===== src/hdl/rgbc_pkg.sv =====
// Shared types and codes for the RGB565 draw mode compositor.
package rgbc_pkg;

  // Packed 5-6-5 spread: green in the upper half, red and blue in the lower half.
  localparam logic [31:0] PackMask = 32'h07e0_f81f;

  // Command codes carried in the input tuser.
  localparam logic [1:0] CmdFill  = 2'd0;
  localparam logic [1:0] CmdMono  = 2'd1;
  localparam logic [1:0] CmdAlpha = 2'd2;

  // Draw modes.
  localparam logic [1:0] ModeComplement = 2'd0;
  localparam logic [1:0] ModeBgOnly     = 2'd1;
  localparam logic [1:0] ModeFgOnly     = 2'd2;
  localparam logic [1:0] ModeSolid      = 2'd3;

  // Configuration register indexes.
  localparam int unsigned CfgIdxWidth = 3;
  localparam logic [CfgIdxWidth-1:0] CfgDrawMode       = 3'd0;
  localparam logic [CfgIdxWidth-1:0] CfgInverseVideo   = 3'd1;
  localparam logic [CfgIdxWidth-1:0] CfgFgColor        = 3'd2;
  localparam logic [CfgIdxWidth-1:0] CfgBgColor        = 3'd3;
  localparam logic [CfgIdxWidth-1:0] CfgBackdropEnable = 3'd4;

  typedef struct packed {
    logic [1:0]  draw_mode;
    logic        inverse_video;
    logic [15:0] fg_color;
    logic [15:0] bg_color;
    logic        backdrop_enable;
  } cfg_t;

  typedef struct packed {
    logic [1:0]  command;
    logic [15:0] dest_pixel;
    logic [15:0] backdrop_pixel;
    logic [15:0] image_pixel;
    logic        image_present;
    logic        mask_bit;
    logic [3:0]  alpha_value;
  } item_t;

  typedef struct packed {
    logic        write_enable;
    logic [15:0] pixel_out;
  } result_t;

endpackage


===== src/hdl/rgb565_draw_mode_compositor_core.sv =====
// Top level of the RGB565 draw mode compositor: stream ports, registers, two-stage pipe.
// Takes one pixel word per cycle while the output side is ready and returns one
// result word per pixel, through the input register, then the result register; the
// decode and 5-6-5 blend between the two registers are combinational. The result register
// frees as the word is taken, so input flow continues at full rate while the
// output side is ready. Configuration must be written through the cfg port only
// while no word is in flight, which the block does not enforce; cfg_ready_o is always high.
module rgb565_draw_mode_compositor_core import rgbc_pkg::*; (
  input  logic                   clk_i,
  input  logic                   rst_ni,
  input  logic                   cfg_valid_i,
  output logic                   cfg_ready_o,
  input  logic [CfgIdxWidth-1:0] cfg_index_i,
  input  logic [15:0]            cfg_data_i,
  input  logic                   s_axis_tvalid,
  output logic                   s_axis_tready,
  // dest_pixel[15:0], backdrop_pixel[31:16], image_pixel[47:32], mask_bit[48],
  // alpha_value[52:49], zero fill[55:53]
  input  logic [55:0]            s_axis_tdata,
  // command[1:0], image_present[2]
  input  logic [2:0]             s_axis_tuser,
  output logic                   m_axis_tvalid,
  input  logic                   m_axis_tready,
  // pixel_out[15:0]
  output logic [15:0]            m_axis_tdata,
  // write_enable[0]
  output logic                   m_axis_tuser
);

  cfg_t    cfg_q;
  item_t   item_d;
  item_t   item_q;
  logic    item_valid_q;
  result_t res_d;
  result_t res_q;
  logic    res_valid_q;
  logic    res_free;
  logic    advance;
  logic    take_in;

  assign cfg_ready_o = 1'b1;

  always_ff @(posedge clk_i or negedge rst_ni) begin
    if (!rst_ni) begin
      cfg_q.draw_mode       <= ModeSolid;
      cfg_q.inverse_video   <= 1'b0;
      cfg_q.fg_color        <= 16'h0000;
      cfg_q.bg_color        <= 16'hffff;
      cfg_q.backdrop_enable <= 1'b0;
    end else if (cfg_valid_i) begin
      case (cfg_index_i)
        CfgDrawMode:       cfg_q.draw_mode       <= cfg_data_i[1:0];
        CfgInverseVideo:   cfg_q.inverse_video   <= cfg_data_i[0];
        CfgFgColor:        cfg_q.fg_color        <= cfg_data_i;
        CfgBgColor:        cfg_q.bg_color        <= cfg_data_i;
        CfgBackdropEnable: cfg_q.backdrop_enable <= cfg_data_i[0];
        default: ;
      endcase
    end
  end

  assign item_d.command        = s_axis_tuser[1:0];
  assign item_d.image_present  = s_axis_tuser[2];
  assign item_d.dest_pixel     = s_axis_tdata[15:0];
  assign item_d.backdrop_pixel = s_axis_tdata[31:16];
  assign item_d.image_pixel    = s_axis_tdata[47:32];
  assign item_d.mask_bit       = s_axis_tdata[48];
  assign item_d.alpha_value    = s_axis_tdata[52:49];

  // A stage moves on when the stage after it is empty or being emptied.
  assign res_free      = !res_valid_q || m_axis_tready;
  assign advance       = item_valid_q && res_free;
  assign s_axis_tready = !item_valid_q || res_free;
  assign take_in       = s_axis_tvalid && s_axis_tready;

  always_ff @(posedge clk_i or negedge rst_ni) begin
    if (!rst_ni) begin
      item_valid_q <= 1'b0;
      res_valid_q  <= 1'b0;
    end else begin
      if (s_axis_tready) begin
        item_valid_q <= s_axis_tvalid;
      end
      if (res_free) begin
        res_valid_q <= item_valid_q;
      end
    end
  end

  always_ff @(posedge clk_i) begin
    if (take_in) begin
      item_q <= item_d;
    end
    if (advance) begin
      res_q <= res_d;
    end
  end

  rgbc_compose u_compose (
    .cfg_i    (cfg_q),
    .item_i   (item_q),
    .result_o (res_d)
  );

  assign m_axis_tvalid = res_valid_q;
  assign m_axis_tdata  = res_q.pixel_out;
  assign m_axis_tuser  = res_q.write_enable;

endmodule


===== src/hdl/rgbc_blend.sv =====
// RGB565 alpha blend with alpha widened from 0..15 to 0..16.
module rgbc_blend import rgbc_pkg::*; (
  input  logic [15:0] c1_i,
  input  logic [15:0] c2_i,
  input  logic [3:0]  alpha_i,
  output logic [15:0] pixel_o
);

  logic [4:0]  w1;
  logic [4:0]  w2;
  logic [31:0] p1;
  logic [31:0] p2;
  logic [31:0] sum;
  logic [31:0] spread;

  always_comb begin
    w1     = {1'b0, alpha_i} + {4'd0, alpha_i[3]};
    w2     = 5'd16 - w1;
    p1     = {c1_i, c1_i} & PackMask;
    p2     = {c2_i, c2_i} & PackMask;
    // Each channel has headroom for a weight of 16, so the sum cannot overflow.
    sum    = p1 * {27'd0, w1} + p2 * {27'd0, w2};
    spread = (sum >> 4) & PackMask;
    pixel_o = spread[15:0] | spread[31:16];
  end

endmodule


===== src/hdl/rgbc_compose.sv =====
// Per-pixel command decode and operand selection for the compositor.
module rgbc_compose import rgbc_pkg::*; (
  input  cfg_t    cfg_i,
  input  item_t   item_i,
  output result_t result_o
);

  logic [15:0] back;
  logic [15:0] cpl;
  logic        bit_eff;
  logic [3:0]  alpha_eff;
  logic [15:0] src;
  logic [15:0] blend_c1;
  logic [15:0] blend_c2;
  logic [15:0] blended;
  logic        we;
  logic [15:0] pix;

  assign back      = cfg_i.backdrop_enable ? item_i.backdrop_pixel : cfg_i.bg_color;
  assign cpl       = ~item_i.dest_pixel;
  assign bit_eff   = item_i.mask_bit ^ cfg_i.inverse_video;
  assign alpha_eff = item_i.alpha_value ^ {4{cfg_i.inverse_video}};
  assign src       = item_i.image_present ? item_i.image_pixel : cfg_i.fg_color;

  // Modes with odd codes blend over the background, the others over dest.
  always_comb begin
    case (cfg_i.draw_mode)
      ModeComplement: begin
        blend_c1 = item_i.dest_pixel;
        blend_c2 = cpl;
      end
      ModeBgOnly: begin
        blend_c1 = back;
        blend_c2 = item_i.dest_pixel;
      end
      ModeFgOnly: begin
        blend_c1 = item_i.dest_pixel;
        blend_c2 = src;
      end
      default: begin
        blend_c1 = back;
        blend_c2 = src;
      end
    endcase
  end

  rgbc_blend u_blend (
    .c1_i    (blend_c1),
    .c2_i    (blend_c2),
    .alpha_i (alpha_eff),
    .pixel_o (blended)
  );

  always_comb begin
    we  = 1'b0;
    pix = 16'd0;
    case (item_i.command)
      CmdFill: begin
        if (cfg_i.inverse_video) begin
          if (cfg_i.draw_mode[0]) begin
            we  = 1'b1;
            pix = back;
          end
        end else if (cfg_i.draw_mode[1]) begin
          we  = 1'b1;
          pix = cfg_i.fg_color;
        end else if (cfg_i.draw_mode == ModeComplement) begin
          we  = 1'b1;
          pix = cpl;
        end
      end
      CmdMono: begin
        case (cfg_i.draw_mode)
          ModeComplement: begin
            we  = bit_eff;
            pix = cpl;
          end
          ModeBgOnly: begin
            we  = !bit_eff;
            pix = back;
          end
          ModeFgOnly: begin
            we  = bit_eff;
            pix = cfg_i.fg_color;
          end
          default: begin
            we  = 1'b1;
            pix = bit_eff ? cfg_i.fg_color : back;
          end
        endcase
      end
      CmdAlpha: begin
        // An image cannot be drawn in the complement or background-only modes.
        we  = cfg_i.draw_mode[1] || !item_i.image_present;
        pix = blended;
      end
      default: begin
        we  = 1'b0;
        pix = 16'd0;
      end
    endcase
    result_o.write_enable = we;
    result_o.pixel_out    = we ? pix : 16'd0;
  end

endmodule


===== config.mk =====
export PLATFORM = sky130hd
export DESIGN_NAME = rgb565_draw_mode_compositor_core
export DESIGN_NICKNAME = d
export VERILOG_FILES = /design/src/hdl/rgbc_pkg.sv /design/src/hdl/rgb565_draw_mode_compositor_core.sv /design/src/hdl/rgbc_blend.sv /design/src/hdl/rgbc_compose.sv
export SDC_FILE = /design/constraint.sdc
export NUM_CORES = 1
export LEC_CHECK = 0
export BUFFER_PORTS_ARGS = -buffer_cell sky130_fd_sc_hd__buf_2
export CAP_MARGIN = 20
export CORE_MARGIN = 1
export CORE_UTILIZATION = 50
export CTS_BUF_LIST = sky130_fd_sc_hd__clkbuf_8 sky130_fd_sc_hd__clkbuf_16
export DETAILED_ROUTE_END_ITERATION = 6
export GPL_ROUTABILITY_DRIVEN = 0
export MAX_ROUTING_LAYER = met4
export PLACE_DENSITY = 0.8
export SETUP_SLACK_MARGIN = 0.4
export SYNTH_ARGS = -nofsm -noshare
export SYNTH_HDL_FRONTEND = slang
export SYNTH_HIERARCHICAL = 1
export SYNTH_SLANG_ARGS = --single-unit

===== constraint.sdc =====
create_clock -name clk_i -period 9.8 [get_ports clk_i]
set_input_delay 1.96 -clock clk_i [delete_from_list [all_inputs] [get_ports clk_i]]
set_output_delay 1.96 -clock clk_i [all_outputs]
set_load 0.02 [all_outputs]

# == Yosys cells after proc, flatten, opt, wreduce, memory -nomap -nowiden ==
# Cells that the tools add are included.
# Widths: inputs -> output; s select.
# totals
elab_cells,68
memories,0
out_inout_bits,20
latchBits,0
inputBits,83
romBits,0
reg_bits,111
ramBits,0
# classes
n_mul,2
n_lt_le_gt_ge,0
reduce_logical,18
n_eq_ne,8
shifts,0
bitwise_logic,4
muxes,17
div_mod_pow,0
add_sub_neg,3
# ops
operator,n
$mux 16,8
$pmux 16 s3,2
$mul 27x5->31,2
$pmux 16 s2,1
$add 31x31->31,1
$not 16->16,1
$or 16x11->16,1
$reduce_and 2->1,5
$eq 3x2->1 const B,2
$add 4x1->5,1
$sub 5x5->5 const A,1
$eq 2x1->1 const B,2
$eq 2x2->1 const B,2
$logic_not 1->1,4
$logic_not 2->1,2
$mux 1,4
$xor 4x4->4,1
$eq 3x1->1 const B,1
$eq 3x3->1 const B,1
$logic_not 3->1,1
$logic_or 1x1->1,3
$pmux 1 s3,1
$logic_and 1x1->1,2
$pmux 1 s2,1
other kinds (2),2

# == Depth between registers and ports, before layout ==
# Gate-level depths: netlist of the first run.
# logic_depth
ltp_word,7
mapped_depth,32
depth_no_buf,27

# == Hierarchy ==
# Netlist of the first run, hierarchy kept.
# by_module_without_submodules
mod,seq_area_each_um2,cells_per_inst,instances,area_each_um2
rgbc_blend,0.0,642,1,5447.7
rgb565_draw_mode_compositor_core,3165.5,163,1,3712.3
rgbc_compose,0.0,371,1,2259.7

# == Worst setup path before layout of the first run ==
# Ideal clock, no wire load.
# synth_path
kind,register -> register
start,register cfg_q[33] in the netlist's numbering
end,"register res_q, in the netlist m_axis_tdata[10], data pin"
setup_time_ns,0.140
arrival_time_ns,7.682
slack_ns,1.978
t_required_ns,9.660
period_less_slack_ns,7.822
path_buffers,5
stages_incl_launch_ff,32
cell_sequence,dfrtp_1 -> buf_6 -> clkbuf_1 -> xor2_1 -> ha_1 -> ha_1 -> clkbuf_1 -> clkbuf_1 -> inv_1 -> ha_1 -> mux2i_1 -> clkbuf_1 -> nand2_1 -> fa_1 -> fa_1 -> fa_1 -> inv_1 -> fa_1 -> inv_1 -> fa_1 -> inv_1 -> ha_1 -> o21ai_1 -> nand2_1 -> and4_4 -> o211a_1 -> or4_1 -> a22oi_1 -> inv_1 -> a21oi_1 -> o21ai_0 -> a21oi_2
# synth_via
elab_chain_cells,7
word_cells_on_any_way,16
classes_between,add/sub (3); mul (2); mux (7); bitwise (3); reduce/logical (1)
# synth_lines
item,line_no,text
start: declaration,rgb565_draw_mode_compositor_core.sv:30,cfg_t cfg_q;
$xor 4x4->4 *,rgbc_compose.sv:22,assign alpha_eff = item_i.alpha_value ^ {4{cfg_i.inverse_video}};
net u_compose.alpha_eff[3],rgbc_compose.sv:11,logic [3:0] alpha_eff;
$add 4x1->5 *,rgbc_blend.sv:17,"w1 = {1'b0, alpha_i} + {4'd0, alpha_i[3]};"
$sub 5x5->5,rgbc_blend.sv:18,w2 = 5'd16 - w1;
$mul 27x5->31,rgbc_blend.sv:22,"sum = p1 * {27'd0, w1} + p2 * {27'd0, w2};"
$add 31x31->31 *,rgbc_blend.sv:22,
$or 16x11->16 *,rgbc_blend.sv:24,pixel_o = spread[15:0] | spread[31:16];
net u_compose.blended[10],rgbc_compose.sv:15,logic [15:0] blended;
$pmux 16 s3 *,rgbc_compose.sv:57,case (item_i.command)
end signal: assignment,rgb565_draw_mode_compositor_core.sv:95,res_q <= res_d;
end: declaration,rgb565_draw_mode_compositor_core.sv:35,result_t res_q;
# The timed path passes the listed nets; every way through them passes the cells marked *.
# A chain may end at the register's enable or synchronous reset.

# == Worst setup path in the final report of the first run ==
# layout_path
start,register cfg_q[33] in the netlist's numbering
end,"register res_q, in the netlist m_axis_tdata[5], data pin"
# The elaborated chain is that of the path after synthesis.

==> results of run 1 <==
## routing by layer
layer	vias up	GRT usage, %
li1	4074	-
met1	4224	31.4
met3	70	3.83
met4	0	9.81
met5	-	-
met2	390	41.6
## cells by family (layout without fill, tap and decap cells)
| kind of cell | Yosys count | count (layout) | synth area share (%) |
|---|---|---|---|
| simple gates | 322 | 322 | 14.5 |
| buf+inv | 223 | 291 | 8.51 |
| compound gates | 204 | 204 | 11.1 |
| fa+ha+maj | 194 | 194 | 27.5 |
| flops | 111 | 111 | 27.7 |
| mux | 77 | 77 | 7.14 |
| xor+xnor | 44 | 44 | 3.44 |
| other cells | 1 | 1 | 0.0328 |
## state kept, by name, indices dropped and copies added (netlist names)
name	flops
item_q	56
cfg_q	36
m_axis_tuser	1
item_valid_q	1
m_axis_tvalid	1
m_axis_tdata	16
## metrics by stage
step	setup WS [ns]	utilization [%]	hold slack, ns	std cells
global route	0.847	55.7	0.550	1524
CTS	1.33	55.6	0.524	1523
detailed placement	1.35	54.3	0.492	1507
finish	1.27	55.7	0.522	1524
global placement	1.49	54.3	0.466	1507
floorplan	1.98	-	0.449	1176
## path summary, 6_finish.rpt
check | start | slack, ns | cells past startpoint | endpoint
worst min-delay path | item_valid_q$_DFFE_PN0P_ | 0.52 | 1 | m_axis_tvalid$_DFFE_PN0P_
worst min register to register | item_valid_q$_DFFE_PN0P_ | 0.52 | 1 | m_axis_tvalid$_DFFE_PN0P_
max in group asynchronous | rst_ni | 7.56 | 1 | cfg_q[19]$_DFFE_PN0P_
worst max register to register | cfg_q[33]$_DFFE_PN0P_ | 1.27 | 26 | m_axis_tdata[5]$_DFFE_PP_
worst max-delay path | cfg_q[33]$_DFFE_PN0P_ | 1.27 | 26 | m_axis_tdata[5]$_DFFE_PP_
min in group asynchronous | rst_ni | 1.71 | 1 | cfg_q[0]$_DFFE_PN0P_
## area by class of cell
type,count,share of cell area [%]
Multi-Input combinational cell,842,59.2
Sequential cell,111,25.7
Inverter,164,5.00
Timing Repair Buffer,111,4.84
Tap cell,280,2.85
Clock buffer,9,1.83
Clock inverter,7,0.539
## worst max-delay path, stage by stage (launching register included)
cell	delay, ns
dfrtp_1	0.57
xor2_1	0.39
ha_1	0.28
ha_1	0.60
nor3_1	0.16
xnor2_1	0.68
buf_4	0.30
nand2_1	0.10
fa_1	0.52
fa_1	0.54
fa_1	0.56
inv_1	0.06
fa_1	0.56
inv_1	0.07
fa_1	0.53
inv_1	0.05
ha_1	0.34
o21ai_1	0.17
a21oi_1	0.10
a211oi_1	0.53
nor2_1	0.14
a31oi_1	0.20
xnor2_1	0.17
inv_1	0.07
a21oi_1	0.27
o21ai_0	0.20
a21oi_1	0.19
## synth_stat cells, drive strengths merged (3+ instances only)
library cell | n | area (sq um)
nand4 | 7 | 43.8
fa | 95 | 1900
inv | 164 | 616
o21ai | 22 | 110
nor2 | 48 | 180
a211oi | 6 | 45.0
nand2b | 5 | 31.3
ha | 99 | 1240
buf | 37 | 274
a21o | 3 | 22.5
and2 | 99 | 619
o211ai | 17 | 133
nand3 | 21 | 105
and3 | 6 | 38.8
xor2 | 9 | 86.3
edfxtp | 73 | 2190
a21oi | 103 | 564
clkbuf | 22 | 82.6
nor2b | 8 | 52.6
o22ai | 19 | 119
dfstp | 18 | 473
mux2i | 41 | 410
o221ai | 5 | 43.8
o21a | 5 | 37.5
dfrtp | 20 | 500
nor3 | 25 | 125
mux2 | 36 | 405
xnor2 | 35 | 307
and4bb | 3 | 37.5
a22oi | 10 | 75.1
nand2 | 90 | 338
==> results.cfg, run 1 <==
[route]
vias = 8758
route.met3.wl_um = 2070
wire_per_inst_um = 18.2
detail-route-antenna-nets = 0
drt-initial-drc-count = 832
routed_via_density = 5.75
m1WireLength_um = 11300
dr_wl_met2_um = 13500
firstDrtPassIters = 6
drc = 0
wirelength_um = 27800
routed.top_layer = met4

[cts]
path_clk_slew_ns = 0.09
htree_levels = 3
cts_buffer_depth = 2
cts-resized-gates = 0
cts_made_buffers = 9
clk_latency_ns = 0.36
post-cts-setup-buffers = 0
ctsHoldBuffers = 0
cts.sinks = 111
cts_tree = yes
cts_root_buffer = clkbuf_16

[global_routing]
grt.total_usage_pct = 25.3
grt_max_degree = 57
grt_pass1_wl_um = 45100
grt_pass1_vias = 8745
gr-total-overflow = 0
antenna_found_initial = 1

[finish]
fill_cells = 1830
multi_input_area_sq_um = 7280
seq_area_sq_um = 3170
nets = 1516
final_common_cell = inv_1
antenna_cells = 0
final_cell_area_sq_um = 12300
layout-drive-gt1-share_pct = 16.5
layout.cells.most_common_list = inv_1, ha_1, and2_1, buf_2, fa_1
area_growth_pct = 7.72

[sta]
maxSlewHeadroom_pct = 29.7
tightest_slew_ns = 1.05
setup_violations = 0
finalMaxSlewViolations = 0
totalNegativeSetupSlack_ns = 0
finalCritPeriodShare_pct = 87.1
hold_viol = 0
rsz0062_at_grt = no
clock.fmax_ghz = 0.117
fin_crit_ns = 8.53
clock_skew_ns = 0.0174

[worst_setup_path]
endpoint_kind = register
arrival_ns = 8.72
crit_required_ns = 9.99
start_kind = register
crit_type = reg -> reg
cp_max_fo = 18

[logic_synthesis]
ys_seq_area_share_pct = 27.7
synth_nets = 1453
postSynthCellCount = 1176
async_flop_share_pct = 34.2
ys_types = 62
synth_seq_cells = 111
synth_area_sq_um = 11400
yosysWarnings = 6
avgSynthCellArea_sq_um = 9.71
synthFlopType = edfxtp_1
synth_edf_count = 73

[floorplan]
core_area_sq_um = 22100
die_w_um = 153
fp.dieH_um = 153
dieArea_sq_um = 23400
start_util_pct = 51.7
num_rows = 54
io_pins = 103

[outcome]
status = complete, no violations

[min_path]
hold_class = reg -> reg

[placed_design]
port_buffers = 98
place_area_sq_um = 12000
post-dp-hpwl_um = 21900

[run]
max_cap_violations = 0
Power of run 1 is left out: the tool's default activity adds up to more than one toggle a clock period on the data nets, which glitch-free logic cannot reach.
==> run 2: changes to the inputs <==
Settings changed: CTS_CLUSTER_DIAMETER set to 120, SYNTH_HIERARCHICAL 1 to unset.
==> run 2 against run 1 <==
Synthesized cell count shrank 2.8%. Sequential share of layout area up 0.46 points. Hold slack lost 0.027 ns. Critical endpoint is now m_axis_tdata[9]$_SDFFCE_PN0P_. Cell count fell by 1.1%. Die area is 3.6% lower. Register-to-register slack better by 0.62 ns. Via count fell by 1.2%. Clock-buffer cell count unchanged. Non-clock buffer count rose by 7. Critical path type unchanged. Maximum frequency grew 7.8%. Utilization rose by 1.1 points. Wire length decreased by 4.3%.
==> results.cfg, run 2 <==
[outcome]
status = complete, no violations

[worst_setup_path]
endpoint_kind = register
crit_type = reg -> reg
critPathSlowestCell = a2111oi_1
crit_required_ns = 9.91
critPathMaxStageDelay_ns = 0.71
crit_path_frequent_cell = inv_1
arrival_ns = 8.02
cp_max_fo = 27
start_kind = register

[route]
detail-route-antenna-nets = 0
drt-initial-drc-count = 724
wire_per_inst_um = 17.6
drc = 0
routed_via_density = 5.74
wirelength_um = 26600
vias = 8652
firstDrtPassIters = 6

[logic_synthesis]
ys_types = 67
synth_compound_area_share_pct = 12.2
yosysMostFrequentCell = inv_1
synth_top_family_by_area = adder cells
ys_seq_area_share_pct = 28.8
synth_area_sq_um = 11000
synth_commonest_cells = inv_1, nor2_1, ha_1
synthFlopType = edfxtp_1
synth_nets = 1419
synth_seq_cells = 111
synth_adder_area_share_pct = 28.4
yosysWarnings = 0
yosys.area.top_type = edfxtp_1
synthMuxAreaShare_pct = 7.21
avgSynthCellArea_sq_um = 9.62
synth.top_cell.area_share_pct = 19.9
synth.area.top_cells = edfxtp_1, fa_1, ha_1
postSynthCellCount = 1143
async_flop_share_pct = 34.2
synth_edf_count = 73
synth_xor_xnor_area_share_pct = 3.49
yosys.area_share.simple_pct = 13.0

[min_path]
hold_class = reg -> reg

[finish]
area_growth_pct = 9.85
final_common_cell = inv_1
antenna_cells = 0
layout-drive-gt1-share_pct = 17.5
fin_cells = 1507
nets = 1503
layout.cells.most_common_list = inv_1, nor2_1, ha_1, buf_2, nand2_1
max_flop_register = item_q
largest_register_ffs = 56
fill_cells = 1746

[cts]
cts_made_buffers = 9
clk_latency_ns = 0.37
path_clk_slew_ns = 0.09
ctsHoldBuffers = 0
cts_root_buffer = clkbuf_16
cts.sinks = 111
cts_tree = yes
cts_buffer_depth = 2
htree_levels = 3
post-cts-setup-buffers = 0
cts-resized-gates = 0

[global_routing]
grt_max_degree = 57
grt_pass1_vias = 8432
gr-total-overflow = 0
grt.total_usage_pct = 25.5
grt_pass1_wl_um = 42900
antenna_found_initial = 0

[sta]
hold-worst-slack_ns = 0.495
clock.fmax_ghz = 0.126
hold_viol = 0
fin_crit_ns = 7.91
setup_violations = 0
maxSlewHeadroom_pct = 29.6
finalCritPeriodShare_pct = 80.7
tightest_slew_ns = 1.06
clock_skew_ns = 0.0231
finalMaxSlewViolations = 0
totalNegativeSetupSlack_ns = 0
rsz0062_at_grt = no
final.setup.worst_slack_ns = 1.89

[placed_design]
port_buffers = 98
place_ws_ns = 2.01
post-dp-hpwl_um = 21300
place_inst = 1491

[floorplan]
dieArea_sq_um = 22600
num_rows = 53
core_area_sq_um = 21300
io_pins = 103
fp.dieH_um = 150
die_w_um = 150
start_util_pct = 51.7

[run]
max_cap_violations = 0
==> run 2: critical path, delay by kind of cell, from the launching register on <==
| family | cells | cell delay [ns] |
|---|---|---|
| compound gates | 6 | 1.79 |
| xor+xnor | 1 | 0.17 |
| fa+ha+maj | 8 | 3.40 |
| buf+inv | 8 | 1.19 |
| flops | 1 | 0.32 |
| simple gates | 5 | 0.81 |
==> run 2: metal layers <==
metal  track usage [%]  routed length [um]
met2              40.2               12300
met3              3.24                1920
met5                 -                   0
met4              10.0                 979
met1              33.5               11400
==> run 2: cell type report <==
type	instances	area [sq um]	area share [%]
Multi-Input combinational cell	837	7080	58.6
Timing Repair Buffer	118	641	5.30
Sequential cell	111	3170	26.2
Clock inverter	7	61.3	0.507
Clock buffer	9	225	1.86
Tap cell	275	344	2.85
Inverter	150	563	4.66
==> run 2: kinds of logic (layout without fill, tap and decap cells) <==
logic type | Yosys count | after routing
AO/OA/AOI/OAI | 210 | 210
AND/OR/NAND/NOR | 316 | 316
buffers and inverters | 195 | 284
adder cells (fa/ha/maj) | 193 | 193
XOR/XNOR | 43 | 43
other | 1 | 1
flip-flops | 111 | 111
multiplexers | 74 | 74
==> run 2: metrics by stage <==
| step | instance area [sq um] | util [%] |
|---|---|---|
| 2_1_floorplan | 11000 | - |
| 3_3_place_gp | 11800 | 55.4 |
| 3_5_place_dp | 11800 | 55.4 |
| 4_1_cts | 12100 | 56.8 |
| 5_1_grt | 12100 | 56.8 |
| 6_report | 12100 | 56.8 |
==> run 2: path summary, 6_finish.rpt <==
kind / from / endpoint / slack, ns / cells past startpoint
min in group asynchronous: rst_ni / cfg_q[18]$_DFFE_PN0P_ / 1.71 / 1
setup / recovery: cfg_q[33]$_DFFE_PN0P_ / m_axis_tdata[9]$_SDFFCE_PN0P_ / 1.89 / 28
hold / removal: item_valid_q$_DFFE_PN0N_ / m_axis_tvalid$_DFFE_PN0P_ / 0.49 / 1
hold reg to reg: item_valid_q$_DFFE_PN0N_ / m_axis_tvalid$_DFFE_PN0P_ / 0.49 / 1
setup reg to reg: cfg_q[33]$_DFFE_PN0P_ / m_axis_tdata[9]$_SDFFCE_PN0P_ / 1.89 / 28
max in group asynchronous: rst_ni / cfg_q[29]$_DFFE_PN0P_ / 7.55 / 1
Power of run 2 is left out for the same reason.
==> run 3: changes to the inputs <==
Settings changed: PLACE_DENSITY 0.8 to 0.83.
Clock period 9.8 ns to 6.6 ns, I/O delays scaled along.
==> run 3 against run 2 <==
The run now ends with setup timing left. Critical endpoint is now m_axis_tdata[10]$_SDFFCE_PN0P_. Critical path type unchanged. First-iteration DRC count rose by 6.1%. Via count rose by 7.3%. Cell count rose by 5.4%.
==> results.cfg, run 3 (synthesis gave the netlist of run 2 again) <==
[worst_setup_path]
crit_buf_inv = 6
crit_path_frequent_cell = fa_1
reg2reg_slack_ns = -0.26
cp_top_family = adder cells
cp-startpoint = item_q[3]$_DFFE_PP_
r2r_start = item_q[3]$_DFFE_PP_
reg2regPathDepth = 28
endpoint_kind = register
path_depth = 28
crit_required_ns = 6.69
start_kind = register
cp_max_fo = 3
crit_type = reg -> reg
r2r-end = m_axis_tdata[10]$_SDFFCE_PN0P_
critPathMaxStageDelay_ns = 0.54
arrival_ns = 6.95
critPathSlowestCell = fa_1

[global_routing]
grt.total_usage_pct = 28.1
grt_pass1_vias = 9181
grt_max_degree = 57
gr-total-overflow = 0
antenna_found_initial = 0
grt_pass1_wl_um = 46900

[finish]
area_growth_pct = 20.2
largest_register_ffs = 56
layout.cells.most_common_list = inv_1, nor2_1, buf_2
max_flop_register = item_q
layout-drive-gt1-share_pct = 26.9
final_util_pct = 62.1
fill_cells = 1571
nets = 1585
antenna_cells = 0
final_common_cell = inv_1

[route]
drt-initial-drc-count = 768
wire_per_inst_um = 18.6
vias = 9280
wirelength_um = 29600
firstDrtPassIters = 5
detail-route-antenna-nets = 0
drc = 0
routed_via_density = 5.84

[sta]
rsz0062_at_grt = yes
clock_skew_ns = 0.00871
maxSlewHeadroom_pct = 29.3
final.setup.worst_slack_ns = -0.264
totalNegativeSetupSlack_ns = -0.824
finalMaxSlewViolations = 0
clock.fmax_ghz = 0.146
fin_crit_ns = 6.86
finalCritPeriodShare_pct = 104
tightest_slew_ns = 1.06
setup_violations = 6
hold_viol = 0

[floorplan]
num_rows = 53
start_util_pct = 51.7
die_w_um = 150
fp.dieH_um = 150
core_area_sq_um = 21300
dieArea_sq_um = 22600
io_pins = 103

[cts]
cts_root_buffer = clkbuf_16
ctsHoldBuffers = 0
htree_levels = 3
path_clk_slew_ns = 0.08
cts_made_buffers = 9
cts_buffer_depth = 2
clk_latency_ns = 0.36
cts.sinks = 111
cts_tree = yes

[outcome]
status = complete, but fails checks
violations = setup timing

[min_path]
worstHoldStart = item_valid_q$_DFFE_PN0N_
hold_end = m_axis_tvalid$_DFFE_PN0P_
hold_class = reg -> reg
holdPathStages = 1

[placed_design]
port_buffers = 98
post-dp-hpwl_um = 22900

[run]
max_cap_violations = 0
[run 3: what timing repair did]
action | CTS | global route
buffers inserted | 10 | 7
cloned | 0 | 0
pin swaps | 41 | 27
gates resized for setup | 44 | 25
setup endpoints to repair | 14 | 15
[run 3: through the flow]
step           instance area [sq um]  hold slack (ns)  worst slack (ns)  cells
3_5_place_dp                   12500            0.475            -0.520   1556
4_1_cts                        13000            0.498            -0.200   1582
5_1_grt                        13200            0.523            -0.495   1589
6_report                       13200            0.493            -0.264   1589
3_3_place_gp                   12500            0.462            -0.382   1556
2_1_floorplan                  11200            0.449           -0.0663   1143
[run 3: worst max-delay path by stage]
stage	end	slack [ns]
after detailed placement	m_axis_tdata[10]$_SDFFCE_PN0P_	-0.52
after CTS	m_axis_tdata[10]$_SDFFCE_PN0P_	-0.20
after floorplan	m_axis_tdata[10]$_SDFFCE_PN0P_	-0.07
after global routing	m_axis_tdata[10]$_SDFFCE_PN0P_	-0.49
after global placement	m_axis_tdata[10]$_SDFFCE_PN0P_	-0.38
final	m_axis_tdata[10]$_SDFFCE_PN0P_	-0.26
[run 3: metal layers]
layer | up-vias | track usage, % | share of wire (%)
li1 | 4190 | - | -
met1 | 4468 | 34.8 | 40
met2 | 516 | 44.6 | 48
met3 | 106 | 5.24 | 8.5
met4 | 0 | 13.2 | 4.3
met5 | - | - | 0
[run 3: final cells by class]
| class | count | area [sq um] | share of cell area (%) |
|---|---|---|---|
| Clock buffer | 9 | 225 | 1.70 |
| Timing Repair Buffer | 200 | 1330 | 10.0 |
| Tap cell | 275 | 344 | 2.60 |
| Inverter | 150 | 563 | 4.26 |
| Sequential cell | 111 | 3170 | 23.9 |
| Clock inverter | 7 | 72.6 | 0.549 |
| Multi-Input combinational cell | 837 | 7530 | 56.9 |
Power of run 3 is left out for the same reason.
